--- src/rtl/tmlc_pkg.sv ---
// ----------------------------------------------------------------------------
// tmlc_pkg
// Shared types, register codes and the level quantizer of the trimmed-mean
// light level classifier.
// ----------------------------------------------------------------------------
package tmlc_pkg;

    localparam int FILT_W    = 12;
    localparam int LEVEL_W   = 3;
    localparam int THR_W     = 12;
    localparam int NUM_THR   = 8;
    localparam int CFG_IDX_W = 3;
    localparam logic [FILT_W-1:0] FILT_MAX = '1;

    // threshold register indexes
    typedef enum logic [CFG_IDX_W-1:0] {
        REG_THR_L1      = 3'd0,
        REG_THR_L2_BAND = 3'd1,
        REG_THR_L2      = 3'd2,
        REG_THR_L3_BAND = 3'd3,
        REG_THR_L3      = 3'd4,
        REG_THR_L4_BAND = 3'd5,
        REG_THR_L4      = 3'd6,
        REG_THR_L5      = 3'd7
    } t_reg_idx;

    // brightness level codes
    localparam logic [LEVEL_W-1:0] LVL_1 = 3'd0;
    localparam logic [LEVEL_W-1:0] LVL_2 = 3'd1;
    localparam logic [LEVEL_W-1:0] LVL_3 = 3'd2;
    localparam logic [LEVEL_W-1:0] LVL_4 = 3'd3;
    localparam logic [LEVEL_W-1:0] LVL_5 = 3'd4;

    typedef logic [THR_W-1:0] t_thr_arr [NUM_THR];

    localparam t_thr_arr THR_RESET = '{
        12'd64, 12'd128, 12'd256, 12'd512, 12'd768, 12'd1024, 12'd1536, 12'd2048
    };

    typedef enum logic [6:0] {
        ST_IDLE    = 7'b0000001,
        ST_FILL    = 7'b0000010,
        ST_SCAN    = 7'b0000100,
        ST_TRIM_MX = 7'b0001000,
        ST_TRIM_MN = 7'b0010000,
        ST_DIV     = 7'b0100000,
        ST_CLASS   = 7'b1000000
    } t_state;

    // priority chain from the top threshold down, bands keep the last level
    function automatic logic [LEVEL_W-1:0] classify(
        input logic [FILT_W-1:0]  v,
        input logic [LEVEL_W-1:0] last,
        input t_thr_arr           thr
    );
        logic [LEVEL_W-1:0] lvl;
        if (v >= thr[REG_THR_L5]) begin
            lvl = LVL_5;
        end else if (v >= thr[REG_THR_L4]) begin
            lvl = (last >= LVL_5) ? LVL_5 : LVL_4;
        end else if (v >= thr[REG_THR_L4_BAND]) begin
            lvl = LVL_4;
        end else if (v >= thr[REG_THR_L3]) begin
            lvl = (last >= LVL_4) ? LVL_4 : LVL_3;
        end else if (v >= thr[REG_THR_L3_BAND]) begin
            lvl = LVL_3;
        end else if (v >= thr[REG_THR_L2]) begin
            lvl = (last >= LVL_3) ? LVL_3 : LVL_2;
        end else if (v >= thr[REG_THR_L2_BAND]) begin
            lvl = LVL_2;
        end else if (v >= thr[REG_THR_L1]) begin
            lvl = (last >= LVL_2) ? LVL_2 : LVL_1;
        end else begin
            lvl = LVL_1;
        end
        return lvl;
    endfunction

endpackage

--- src/rtl/trimmed_mean_light_level_classifier.sv ---
// ----------------------------------------------------------------------------
// trimmed_mean_light_level_classifier
// Trimmed mean over a ring of light samples, quantized to five levels with
// hysteresis.
// ----------------------------------------------------------------------------
// One sample is taken per word; each gives one word of filtered value and
// level. The block handles one sample at a time and is busy meanwhile, so
// it takes no new sample until it is through with the last one. The ring is
// walked one entry per cycle through its single read port into the shared
// adder, which then takes off the largest and smallest entries, and the
// trimmed sum is divided by WINDOW-2 by a multiply with the constant
// reciprocal. The first sample after reset also fills every ring slot. A
// finished word waits in the output register while the next sample is
// taken; if it is still unread when the next result is ready, the block
// holds and takes no sample until it is read. Thresholds are written by
// index 0..7; the user must write them only while the block is idle, as
// the block itself does not enforce it.
// ----------------------------------------------------------------------------
module trimmed_mean_light_level_classifier #(
    parameter int WINDOW      = 8,
    parameter int SAMPLE_BITS = 12
) (
    input  logic                            i_clk,
    input  logic                            i_rst_n,
    input  logic                            i_sample_valid,
    output logic                            o_sample_ready,
    input  logic [SAMPLE_BITS-1:0]          i_sample,
    output logic                            o_result_valid,
    input  logic                            i_result_ready,
    output logic [tmlc_pkg::FILT_W-1:0]     o_filtered,
    output logic [tmlc_pkg::LEVEL_W-1:0]    o_level,
    input  logic                            i_cfg_we,
    input  logic [tmlc_pkg::CFG_IDX_W-1:0]  i_cfg_index,
    input  logic [tmlc_pkg::THR_W-1:0]      i_cfg_data
);
    import tmlc_pkg::*;

    localparam int IDX_W   = $clog2(WINDOW);
    localparam int CNT_W   = $clog2(WINDOW + 1);
    localparam int SUM_W   = SAMPLE_BITS + $clog2(WINDOW);
    localparam int DIVISOR = WINDOW - 2;
    localparam int AW      = SUM_W + 1;
    localparam int EXT_W   = (SUM_W > FILT_W) ? SUM_W : FILT_W;
    localparam int DIV_SH  = SUM_W + $clog2(DIVISOR);
    localparam int RECIP_W = SUM_W + 1;
    localparam int PROD_W  = SUM_W + RECIP_W;
    localparam longint unsigned RECIP_L =
        ((64'd1 << DIV_SH) + 64'(DIVISOR) - 64'd1) / 64'(DIVISOR);
    localparam logic [PROD_W-1:0] RECIP = PROD_W'(RECIP_L);

    logic [SAMPLE_BITS-1:0] r_ring [WINDOW];
    logic [SAMPLE_BITS-1:0] r_rd_data;

    t_state                 r_state, n_state;
    logic                   r_primed, n_primed;
    logic [IDX_W-1:0]       r_wslot, n_wslot;
    logic [LEVEL_W-1:0]     r_last_level, n_last_level;
    t_thr_arr               r_thr;
    logic [CNT_W-1:0]       r_idx, n_idx;
    logic [SAMPLE_BITS-1:0] r_smp, n_smp;
    logic [SAMPLE_BITS-1:0] r_mx, n_mx;
    logic [SAMPLE_BITS-1:0] r_mn, n_mn;
    logic [SUM_W-1:0]       r_sum, n_sum;
    logic                   r_out_valid, n_out_valid;
    logic [FILT_W-1:0]      r_filtered, n_filtered;
    logic [LEVEL_W-1:0]     r_level, n_level;

    logic                   w_accept;
    logic                   w_out_free;
    logic                   w_wr_en;
    logic [IDX_W-1:0]       w_wr_addr;
    logic [SAMPLE_BITS-1:0] w_wr_data;
    logic [IDX_W-1:0]       w_rd_addr;
    logic [AW-1:0]          w_alu_a, w_alu_b, w_alu_y;
    logic                   w_alu_sub;
    logic [PROD_W-1:0]      w_prod;
    logic [EXT_W-1:0]       w_sum_ext;
    logic [FILT_W-1:0]      w_filt;

    assign o_sample_ready = (r_state == ST_IDLE);
    assign w_accept       = i_sample_valid && o_sample_ready;
    assign w_out_free     = !r_out_valid || i_result_ready;
    assign o_result_valid = r_out_valid;
    assign o_filtered     = r_filtered;
    assign o_level        = r_level;

    // ring write: direct on accept once primed, swept while filling
    always_comb begin
        w_wr_en   = 1'b0;
        w_wr_addr = r_wslot;
        w_wr_data = i_sample;
        if (r_state == ST_FILL) begin
            w_wr_en   = 1'b1;
            w_wr_addr = r_idx[IDX_W-1:0];
            w_wr_data = r_smp;
        end else if (w_accept && r_primed) begin
            w_wr_en = 1'b1;
        end
    end

    assign w_rd_addr = (r_idx == CNT_W'(WINDOW)) ? '0 : r_idx[IDX_W-1:0];

    always_ff @(posedge i_clk) begin
        if (w_wr_en) begin
            r_ring[w_wr_addr] <= w_wr_data;
        end
        r_rd_data <= r_ring[w_rd_addr];
    end

    // shared add/subtract unit
    always_comb begin
        w_alu_a   = AW'(r_sum);
        w_alu_b   = '0;
        w_alu_sub = 1'b0;
        unique case (r_state)
            ST_SCAN: begin
                w_alu_b = AW'(r_rd_data);
            end
            ST_TRIM_MX: begin
                w_alu_b   = AW'(r_mx);
                w_alu_sub = 1'b1;
            end
            ST_TRIM_MN: begin
                w_alu_b   = AW'(r_mn);
                w_alu_sub = 1'b1;
            end
            default: begin
                w_alu_b = '0;
            end
        endcase
        w_alu_y = w_alu_a + (w_alu_sub ? ~w_alu_b : w_alu_b) + AW'(w_alu_sub);
    end

    // reciprocal of WINDOW-2, exact over the whole sum range
    assign w_prod = PROD_W'(r_sum) * RECIP;

    // saturate the quotient to the output width
    assign w_sum_ext = EXT_W'(r_sum);
    assign w_filt    = (w_sum_ext > EXT_W'(FILT_MAX)) ? FILT_MAX : w_sum_ext[FILT_W-1:0];

    always_comb begin
        n_state      = r_state;
        n_primed     = r_primed;
        n_wslot      = r_wslot;
        n_last_level = r_last_level;
        n_idx        = r_idx;
        n_smp        = r_smp;
        n_mx         = r_mx;
        n_mn         = r_mn;
        n_sum        = r_sum;
        n_out_valid  = r_out_valid;
        n_filtered   = r_filtered;
        n_level      = r_level;

        if (r_out_valid && i_result_ready) begin
            n_out_valid = 1'b0;
        end

        unique case (r_state)
            ST_IDLE: begin
                if (w_accept) begin
                    n_smp   = i_sample;
                    n_idx   = '0;
                    n_sum   = '0;
                    n_mx    = '0;
                    n_mn    = '1;
                    n_wslot = (r_wslot == IDX_W'(WINDOW - 1)) ? '0 : r_wslot + 1'b1;
                    n_state = r_primed ? ST_SCAN : ST_FILL;
                end
            end
            ST_FILL: begin
                if (r_idx == CNT_W'(WINDOW - 1)) begin
                    n_idx    = '0;
                    n_primed = 1'b1;
                    n_state  = ST_SCAN;
                end else begin
                    n_idx = r_idx + 1'b1;
                end
            end
            ST_SCAN: begin
                // read data is registered behind the address, so index 0 brings no data yet
                if (r_idx != '0) begin
                    n_sum = w_alu_y[SUM_W-1:0];
                    n_mx  = (r_rd_data > r_mx) ? r_rd_data : r_mx;
                    n_mn  = (r_rd_data < r_mn) ? r_rd_data : r_mn;
                end
                if (r_idx == CNT_W'(WINDOW)) begin
                    n_state = ST_TRIM_MX;
                end else begin
                    n_idx = r_idx + 1'b1;
                end
            end
            ST_TRIM_MX: begin
                n_sum   = w_alu_y[SUM_W-1:0];
                n_state = ST_TRIM_MN;
            end
            ST_TRIM_MN: begin
                n_sum   = w_alu_y[SUM_W-1:0];
                n_state = ST_DIV;
            end
            ST_DIV: begin
                n_sum   = SUM_W'(w_prod >> DIV_SH);
                n_state = ST_CLASS;
            end
            ST_CLASS: begin
                if (w_out_free) begin
                    n_filtered   = w_filt;
                    n_level      = classify(w_filt, r_last_level, r_thr);
                    n_last_level = n_level;
                    n_out_valid  = 1'b1;
                    n_state      = ST_IDLE;
                end
            end
            default: begin
                n_state = ST_IDLE;
            end
        endcase
    end

    always_ff @(posedge i_clk) begin
        if (!i_rst_n) begin
            r_state      <= ST_IDLE;
            r_primed     <= 1'b0;
            r_wslot      <= '0;
            r_last_level <= LVL_2;
            r_out_valid  <= 1'b0;
            r_thr        <= THR_RESET;
        end else begin
            r_state      <= n_state;
            r_primed     <= n_primed;
            r_wslot      <= n_wslot;
            r_last_level <= n_last_level;
            r_out_valid  <= n_out_valid;
            if (i_cfg_we) begin
                r_thr[i_cfg_index] <= i_cfg_data;
            end
        end
    end

    always_ff @(posedge i_clk) begin
        r_idx      <= n_idx;
        r_smp      <= n_smp;
        r_mx       <= n_mx;
        r_mn       <= n_mn;
        r_sum      <= n_sum;
        r_filtered <= n_filtered;
        r_level    <= n_level;
    end

endmodule

--- config.mk ---
export PLATFORM = sky130hd
export DESIGN_NAME = trimmed_mean_light_level_classifier
export DESIGN_NICKNAME = d
export VERILOG_FILES = /design/src/rtl/tmlc_pkg.sv /design/src/rtl/trimmed_mean_light_level_classifier.sv
export SDC_FILE = /design/constraint.sdc
export NUM_CORES = 1
export LEC_CHECK = 0
export ABC_CLOCK_PERIOD_IN_PS = 6480
export BUFFER_PORTS_ARGS = -buffer_cell sky130_fd_sc_hd__clkbuf_2
export CORE_MARGIN = 8
export CORE_UTILIZATION = 40
export DETAILED_ROUTE_END_ITERATION = 12
export PLACE_DENSITY = 0.61
export SYNTH_ARGS = -nofsm -noshare
export SYNTH_HDL_FRONTEND = slang
export SYNTH_SLANG_ARGS = --single-unit
--- constraint.sdc ---
create_clock -name i_clk -period 6.48 [get_ports i_clk]
set_clock_uncertainty 0.2 [all_clocks]
set_input_delay 0.972 -clock i_clk [delete_from_list [all_inputs] [get_ports i_clk]]
set_output_delay 0.972 -clock i_clk [all_outputs]
set_load 0.01 [all_outputs]
==> qor.yml <==
outcome: "completed"
hold_path_class: "flop to flop"
synth_area_sq_um: 18160
path_class: "flop to flop"
end_kind: "flop"
start_kind: "flop"
crit_required_ns: 6.55
drtIter0Drc: 739
fmax_mhz: 164.5
grt_max_degree: 87
ioPinCount: 49
cts_buffers: 31
rows: 78
hold_buffers: 0
ys_ff_latch: 289
start_util: 0.4027
holdWs_ns: 0.2534
fin_crit_sh: 0.9381
grt_pass1_vias: 13018
place_area_sq_um: 19120
cts_root_buffer: "clkbuf_16"
vias: 12988
ctsResizeCount: 0
crit_fanout: 6
cts.sinks: 289
via_per_inst: 5.299
min_to: "r_thr[89]$_SDFFE_PN0P_"
num-fill-cells: 4227
dr.pass1.iters: 6
cts_tree: "built"
finalWirelength_microns: 45110
grt_overflow: 0
setup_viol: 0
final_area_sq_um: 20190
syn_avg_cell_area_sq_um: 10.16
cts.clk_slew.worst_paths_ns: 0.06
r2r_start: "r_sum[2]$_SDFFCE_PN0P_"
dp_hpwl_microns: 32420
place_congestion: 0.8705
antenna_found_initial: 0
syn_inst: 1787
crit_path_start: "r_sum[2]$_SDFFCE_PN0P_"
dieArea_sq_um: 52470
maxSlewViolCount: 0
grt_first_pass_wirelength_microns: 71880
antenna_cells: 0
drive_gt1_frac: 0.1080
io_buffers: 48
hold_viol_final: 0
wl_per_cell_microns: 18.41
syn_nets: 2124
fp.dieH_microns: 229.1
relSlewSlack: 0.3040
post-cts-setup-buffer-count: 0
ys_warn_count: 0
drv_cap: 0
clk_latency_ns: 0.57
synth_edf_count: 166
drc: 0
grt_setup_unrepaired: "no"
setup_tns_ns: 0
grt_use_total: 0.1688
rr_endpoint: "r_sum[12]$_SDFFCE_PN0P_"
ctsLongestPathBuffers: 3
async_flop_share: 0
htree_levels: 1
final_core_util: 0.4478
ys_seq_area_frac: 0.4101
cp.arrival_ns: 6.15
hold_start: "r_thr[89]$_SDFFE_PN0P_"
whs_path_depth: 2
coreArea_sq_um: 45090
finalNetCount: 2165
ff2ff_path_depth: 19
synthDistinctLibCells: 70
tightest_slew_ns: 1.041
ys.flop_type: "edfxtp_1"
die_w_microns: 229.1
syn2layout_area_growth_pct: 11.19
antenna_left: 0
min_period_ns: 6.079
rrSetupSlack_ns: 0.40
==> layout by cell type, fill, tap and decap left out, types with 16 or more instances in the layout <==
master     count
nand2_1      267
ha_1         248
inv_1        208
edfxtp_1     166
a21oi_1      149
dfxtp_1      123
fa_1          57
nor2_1        54
clkbuf_2      48
a21o_1        46
clkbuf_16     32
buf_4         31
o21ai_0       29
o22ai_1       28
nor3_1        27
or2_2         25
nand4_1       20
nand3_1       20
xnor2_1       20
a31oi_1       20
mux4_2        20
nand2b_1      19
and3_1        19
o211ai_1      17
xor2_1        16
==> worst max-delay path by stage <==
stage                     slack, ns                 endpoint  cells after the start
after floorplan                0.89  r_sum[12]$_SDFFCE_PN0P_                     18
after global placement         0.44  r_sum[12]$_SDFFCE_PN0P_                     18
after detailed placement       0.31  r_sum[12]$_SDFFCE_PN0P_                     18
after CTS                      0.30  r_sum[12]$_SDFFCE_PN0P_                     18
after global routing           0.02  r_sum[12]$_SDFFCE_PN0P_                     19
final                          0.40  r_sum[12]$_SDFFCE_PN0P_                     19
==> layer usage <==
metal,GRT usage,part of all wire
met1,0.2275,0.47
met2,0.2859,0.47
met4,0.04682,0.027
met5,0,0
met3,0.01706,0.036
==> stage by stage <==
| stage | worst slack (ns) | instances |
|---|---|---|
| 6_report | 0.4008 | 2451 |
| 3_3_place_gp | 0.4371 | 2395 |
| 2_1_floorplan | 0.8859 | 1787 |
| 5_1_grt | 0.02355 | 2451 |
| 4_1_cts | 0.3028 | 2451 |
| 3_5_place_dp | 0.3129 | 2395 |
==> sequential cells by signal (all words and copies together), names as in the netlist, 7 cells and up <==
register,cells
r_ring,96
r_mx,12
r_sum,15
r_smp,12
r_mn,12
o_filtered,12
r_state,7
r_thr,96
r_rd_data,12
==> area by class of cell <==
cell class,count,area (sq um),area share
clock inverters,16,206.4,0.01022
well taps,600,750.7,0.03718
repair buffers,79,473.0,0.02342
clock buffers,40,860.8,0.04263
multi-input cells,1218,9668,0.4788
inverters,209,784.5,0.03885
flip-flops and latches,289,7447,0.3688
==> worst max-delay path: stages, from the launching register on <==
cell and delay, ns:
edfxtp_1 0.52, ha_1 0.40, inv_1 0.07, fa_1 0.43
inv_1 0.17, fa_1 0.45, fa_1 0.49, inv_1 0.05
fa_1 0.49, inv_1 0.05, fa_1 0.45, ha_1 0.34
nand4_1 0.12, nor2_1 0.06, a221o_1 0.34, a211oi_2 0.45
o2111ai_1 0.26, a21oi_1 0.22, xnor2_1 0.13, o22ai_1 0.09
==> Yosys cell counts, types with 29 or more instances <==
master / instances / area (sq um)
inv_1: 209 / 784.5
o21ai_0: 29 / 145.1
nor2_1: 55 / 206.5
a21oi_1: 149 / 745.7
fa_1: 57 / 1141
edfxtp_1: 166 / 4985
nand2_1: 267 / 1002
a21o_1: 46 / 345.3
ha_1: 248 / 3103
clkbuf_1: 54 / 202.7
dfxtp_1: 123 / 2462
==> cells by family (layout without fill, tap and decap cells) <==
group,Yosys count,count (layout),share of synthesized area
AO/OA/AOI/OAI,354,354,0.1231
XOR/XNOR,37,37,0.01785
adder cells (fa/ha/maj),305,305,0.2337
buffers and inverters,280,344,0.05898
flip-flops,289,289,0.4101
multiplexers,34,34,0.03335
AND/OR/NAND/NOR,488,488,0.1229
Power is left out: the tool's default activity adds up to more than one toggle a clock period on the data nets, which glitch-free logic cannot reach.
